===== config.mk =====
export PLATFORM = sky130hd
export DESIGN_NAME = bcsp_cost_mem
export DESIGN_NICKNAME = d
export VERILOG_FILES = /design/src/rtl/bcsp_pkg.sv /design/src/rtl/bcsp_cost_mem.sv
export SDC_FILE = /design/constraint.sdc
export NUM_CORES = 2
export LEC_CHECK = 0
export BUFFER_PORTS_ARGS = -buffer_cell sky130_fd_sc_hd__buf_2
export CAP_MARGIN = 20
export CORE_MARGIN = 5
export CORE_UTILIZATION = 65
export DETAILED_ROUTE_END_ITERATION = 8
export PLACE_DENSITY = 0.8
export SYNTH_ARGS = -nofsm -noshare
export SYNTH_HDL_FRONTEND = slang
export SYNTH_SLANG_ARGS = --single-unit
export TNS_END_PERCENT = 20

===== constraint.sdc =====
create_clock -name clk_i -period 4.35 [get_ports clk_i]
set_clock_uncertainty 0.1 [all_clocks]
set_input_delay 0.2175 -clock clk_i [delete_from_list [all_inputs] [get_ports clk_i]]
set_output_delay 0.2175 -clock clk_i [all_outputs]
set_load 0.005 [all_outputs]

===== src/rtl/bcsp_pkg.sv =====
`timescale 1ns / 1ps

package bcsp_pkg;

  // field widths of the stream items
  localparam int unsigned NodeW  = 7;
  localparam int unsigned PriceW = 16;
  localparam int unsigned CostW  = 16;

  // default sizes of the stores
  localparam int unsigned MaxNodesDef = 128;
  localparam int unsigned MaxEdgesDef = 1024;

  // budget register value after reset
  localparam logic [CostW-1:0] BudgetReset = 16'd60000;

  // request codes carried in the lowest tdata bits
  typedef enum logic [1:0] {
    REQ_CLEAR = 2'd0,
    REQ_ADD   = 2'd1,
    REQ_QUERY = 2'd2
  } req_e;

  // sequencer states
  typedef enum logic [2:0] {
    S_IDLE,
    S_SWEEP,
    S_NODE_RD,
    S_RELAX_AB,
    S_RELAX_BA,
    S_FIN_RD,
    S_FIN,
    S_EMIT
  } state_e;

  // one stored edge
  typedef struct packed {
    logic [PriceW-1:0] price;
    logic [NodeW-1:0]  node_b;
    logic [NodeW-1:0]  node_a;
  } edge_t;

  // one entry of the per-node cost memory
  typedef struct packed {
    logic             reached;
    logic [CostW-1:0] cost;
  } cost_ent_t;

endpackage


===== src/rtl/bcsp_cost_mem.sv =====
`timescale 1ns / 1ps

module bcsp_cost_mem import bcsp_pkg::*; #(
  parameter int unsigned MAX_NODES = MaxNodesDef,
  localparam int unsigned NW = $clog2(MAX_NODES)
) (
  input  logic          clk_i,
  input  logic          we_i,
  input  logic [NW-1:0] waddr_i,
  input  cost_ent_t     wdata_i,
  input  logic [NW-1:0] raddr0_i,
  input  logic [NW-1:0] raddr1_i,
  output cost_ent_t     rdata0_o,
  output cost_ent_t     rdata1_o
);

  cost_ent_t mem_q [MAX_NODES];

  // one write port, two registered read ports
  always_ff @(posedge clk_i) begin
    if (we_i) begin
      mem_q[waddr_i] <= wdata_i;
    end
    rdata0_o <= mem_q[raddr0_i];
    rdata1_o <= mem_q[raddr1_i];
  end

endmodule


Word level (Yosys, flattened, before mapping)
Memories as Yosys holds them, arrays and structs flattened. A register that Yosys moved wholly into a read port is not among the register bits.
Cells that the tools add are included.
{ "word_totals": {"word_cells": 3, "in_bits": 40, "romBits": 0, "memories": 1, "ramBits": 2176, "latch_bits": 0, "out_inout_bits": 34, "regBits": 0} }
{ "op_classes": {"div": 0, "n_shift": 0, "add_sub_neg": 0, "multipliers": 0, "order_cmp": 0, "eq_ne": 0, "bitwise_logic": 0, "n_reduce_logical": 0, "n_mux": 2} }
{ "mem_list": {"columns": ["memory", "depth", "width", "read_ports", "rd_ports_with_merged_regs", "wr", "line_no", "source"], "rows": [
  ["mem_q", 128, 17, 2, 2, 1, "bcsp_cost_mem.sv:17", "cost_ent_t mem_q [MAX_NODES];"]
]} }
{ "ops": {"columns": ["operator", "n"], "rows": [
  ["1-bit 2-to-1 mux", 2]
]} }

Depth between registers and ports, before layout
{ "depth": {"depth_word": 2, "depth_mapped": 8, "ltp_nobuf": 4} }

Worst setup path before layout
OpenSTA, ideal clock, no wires.
{ "synth_path": {"path_type": "input to register", "startpoint": "input port raddr0_i[0]", "endpoint": "register, netlist name rdata0_o[0]", "required_ns": 4.129, "setup_slack_ns": 1.342, "cell_stages": 7, "path_buffers": 3, "setup_time_ns": 0.121, "arrival_time_ns": 2.787, "cell_sequence": "clkbuf_1 -> buf_2 -> clkbuf_1 -> mux4_2 -> mux4_2 -> mux4_2 -> mux2_2"} }
{ "synth_lines": {"columns": ["element", "line_no", "source"], "rows": [
  ["from (decl)", "bcsp_cost_mem.sv:11", "input logic [NW-1:0] raddr0_i,"]
]} }

Final worst setup path
{ "layout_path": {"startpoint": "input port waddr_i[3]", "endpoint": "memory mem_q[106][15] (netlist name) (enable)"} }
{ "layout_lines": {"columns": ["element", "line_no", "source"], "rows": [
  ["from (decl)", "bcsp_cost_mem.sv:9", "input logic [NW-1:0] waddr_i,"],
  ["to (decl)", "bcsp_cost_mem.sv:17", null]
]} }
No word-level cell before the write port.

==> metrics <==
Register-to-Register Setup Slack=1.54 ns; clock group share of total power=0.404; worst-skew pair later-pin latency=0.85 ns; fin crit period=2.827 ns; crit path launch type=input port; RR Endpoint=rdata1_o[2]; Leakage=34.80 nW; Worst Path Max Fanout=10; slew at the pin with the worst max-slew slack=1.246 ns; maxcap violations=0; YS warnings=0; Nets=4482; DR DRC count=0; routed len/inst=46.56 um; final setup violation count=0; global-route wire length before repair=436.9 mm; cells after synthesis=4179; Hold Path Depth=1; Synth Register Bits=2210; fraction of layout cells with a size suffix above 1=0.4897; Die Ht=403.6 um; vias in the first global route=56120; clock root cell=clkbuf_16; WL final=311.6 mm; Reg2Reg Depth=4; core area=0.1540 sq mm; post-synth top area share=0.6490; H-tree depth=4; Comb pwr share=0.087; Hold Fails Final Rpt=0; syn nets=4219; Top Family by Delay on Critical Path=simple AND/OR/NAND/NOR gates; Seq/Total Area, Yosys=0.6558; initial antenna violation count=52; Avg Cell Area, Syn=24.09 sq um; GRT Overall Usage=0.3900; Num CTS Buffers=214; top cells by area, synth=edfxtp_1, mux4_2, clkbuf_1, dfxtp_1, nor2_1; FMAX=0.3538 GHz; CP arrival=3.24 ns; critical-path cell list=buf_2 -> nor2b_1 -> nand3_1 -> nor2_2 -> buf_4; Reg clk slew, reported paths=0.06 ns; number of core rows=144; Crit Path Class=input port to register; synthesized area=0.1007 sq mm; post-CTS setup buffers=0; Worst path slowest cell=nor2_2; worst vdd ir=0.4309 mV; Distinct cells, synth=17; Final HPWL DP=180.6 mm; Flop pwr share=0.509; max_slew headroom=0.1669; outcome=finished clean; Hold EP=mem_q[93][10]; num ports=74; PwrDens=413.7 mW/mm^2; Final Max Slew Viols=0; 1st-iter DRT viols=10360; switching share of power=0.2287; Final Util=0.7324; Antenna Nets Post-Route=0; HP Class=input port to register; # port buffers=73; Period Utilization, post-route=0.6498; Via density=8.274; WP buf/inv=2; hold path start=wdata_i[10]; CP required=4.76 ns; maximum root-to-sink buffer count=3; Die Width=403.6 um; routability cong.=0.8727; CTS tree=yes; slowest stage delay, CP=0.96 ns; CP Capture Type=register; Pre-Repair DR Iteration Count=7; RSZ-0062 raised after global routing=false; grt ovf=0; starting density of the core=0.6536; pin count of the biggest net entering global routing=99; vias post-DR=55380; Synth area leader=edfxtp_1; Internal Power=36.01 mW; CTS Sinks=2210; Synth-to-Final Area Change=12.06%; Setup TNS=0 ns; Total Die Area=0.1629 sq mm; worst r2r src=mem_q[23][2]; P_sw=10.68 mW
==> per-stage QoR <==
stage	cell area [sq um]	power (mW)	hold WS, ns	cells	setup WS (ns)
after CTS	112800	46.54	0.002564	6673	1.585
after floorplan	100700	26.26	0.2164	4179	1.342
after global routing	112800	47.80	0.01921	6676	1.535
after global placement	105600	27.97	0.5824	6256	0.7954
final	112800	46.68	0.01000	6693	1.523
after detailed placement	105600	28.04	0.5790	6256	0.7863
==> routing by layer <==
layer | track usage | routed length, um | vias up
met2 | 0.5740 | 142000 | 5876
met5 | 0 | 327 | -
met4 | 0.1718 | 17600 | 48
met3 | 0.1784 | 58280 | 1080
met1 | 0.5117 | 93350 | 28790
li1 | - | - | 19590
==> cell usage in the layout, fill, tap and decap left out, types with 8 or more instances in the layout <==
cell type and count:
edfxtp_1 2176, mux4_2 1428, buf_4 259, clkbuf_16 219, nor2_2 119, buf_12 57, clkinv_1 54, buf_2 46
clkbuf_1 42, clkinv_2 37, mux2_2 34, dfxtp_1 34, bufinv_16 24, diode_2 20, nand2_1 14, dlygate4sd3_1 14
nand3_1 12, clkbuf_8 9, nor3_2 8
==> worst max path at each step <==
stage	startpoint	end	slack (ns)	depth (start not counted)
finish	waddr_i[3]	mem_q[106][15]	1.52	5
global route	raddr1_i[0]	rdata1_o[12]	1.53	7
CTS	mem_q[103][10]	rdata1_o[10]	1.58	4
detailed placement	raddr1_i[0]	rdata1_o[0]	0.79	7
global placement	raddr1_i[0]	rdata1_o[0]	0.80	7
floorplan	raddr0_i[0]	rdata0_o[0]	1.34	7
==> layout make-up <==
| cell class | count | area (sq um) |
|---|---|---|
| tap | 2044 | 2557 |
| clock buffer | 268 | 5734 |
| clock inverter | 135 | 1301 |
| timing repair buffer | 384 | 3573 |
| antenna | 20 | 50.05 |
| multi-input combinational | 1632 | 33590 |
| fill | 7839 | 41220 |
| sequential | 2210 | 66020 |
==> state kept, by name, indices dropped and copies added, names as in the netlist <==
register and cells:
rdata1_o 17, rdata0_o 17, mem_q 2176
==> Yosys cell counts <==
| master | n |
|---|---|
| edfxtp_1 | 2176 |
| mux4_2 | 1428 |
| clkbuf_1 | 203 |
| nor2_1 | 122 |
| buf_2 | 90 |
| buf_1 | 38 |
| dfxtp_1 | 34 |
| mux2_2 | 34 |
| nand2_1 | 14 |
| nand3_1 | 12 |
| nor3_1 | 9 |
| nor2b_1 | 7 |
| buf_6 | 5 |
| nand4_1 | 3 |
| nand2b_1 | 2 |
| buf_4 | 1 |
| or3_1 | 1 |
==> worst reg2reg max path: cells and delay by family (launching register included) <==
| family | cells | cell delay [ns] |
|---|---|---|
| flops | 1 | 0.43 |
| mux | 4 | 2.15 |
==> timing repair <==
item / 4_1_cts / 5_1_grt
gates resized for setup: 0 / 0
hold endpoints to repair: 675 / 0
hold buffers: 14 / 0
==> power by group through the flow <==
stage | Clock (mW) | Sequential [mW] | Combinational [mW]
finish | 18.9 | 23.7 | 4.06
CTS | 18.9 | 23.7 | 3.95
global placement | 0 | 24.2 | 3.82
global route | 19.9 | 23.7 | 4.14
detailed placement | 0 | 24.2 | 3.88
floorplan | 0 | 24.0 | 2.24
==> cells by family (layout without fill, tap and decap cells) <==
logic type | count (synthesis) | after routing | share of synthesized area
buffers and inverters | 337 | 787 | 0.01409
AND/OR/NAND/NOR | 170 | 170 | 0.006922
multiplexers | 1462 | 1462 | 0.3232
flip-flops | 2210 | 2210 | 0.6558
other | 0 | 20 | 0
Note: power is estimated with default switching activity, not from simulation.
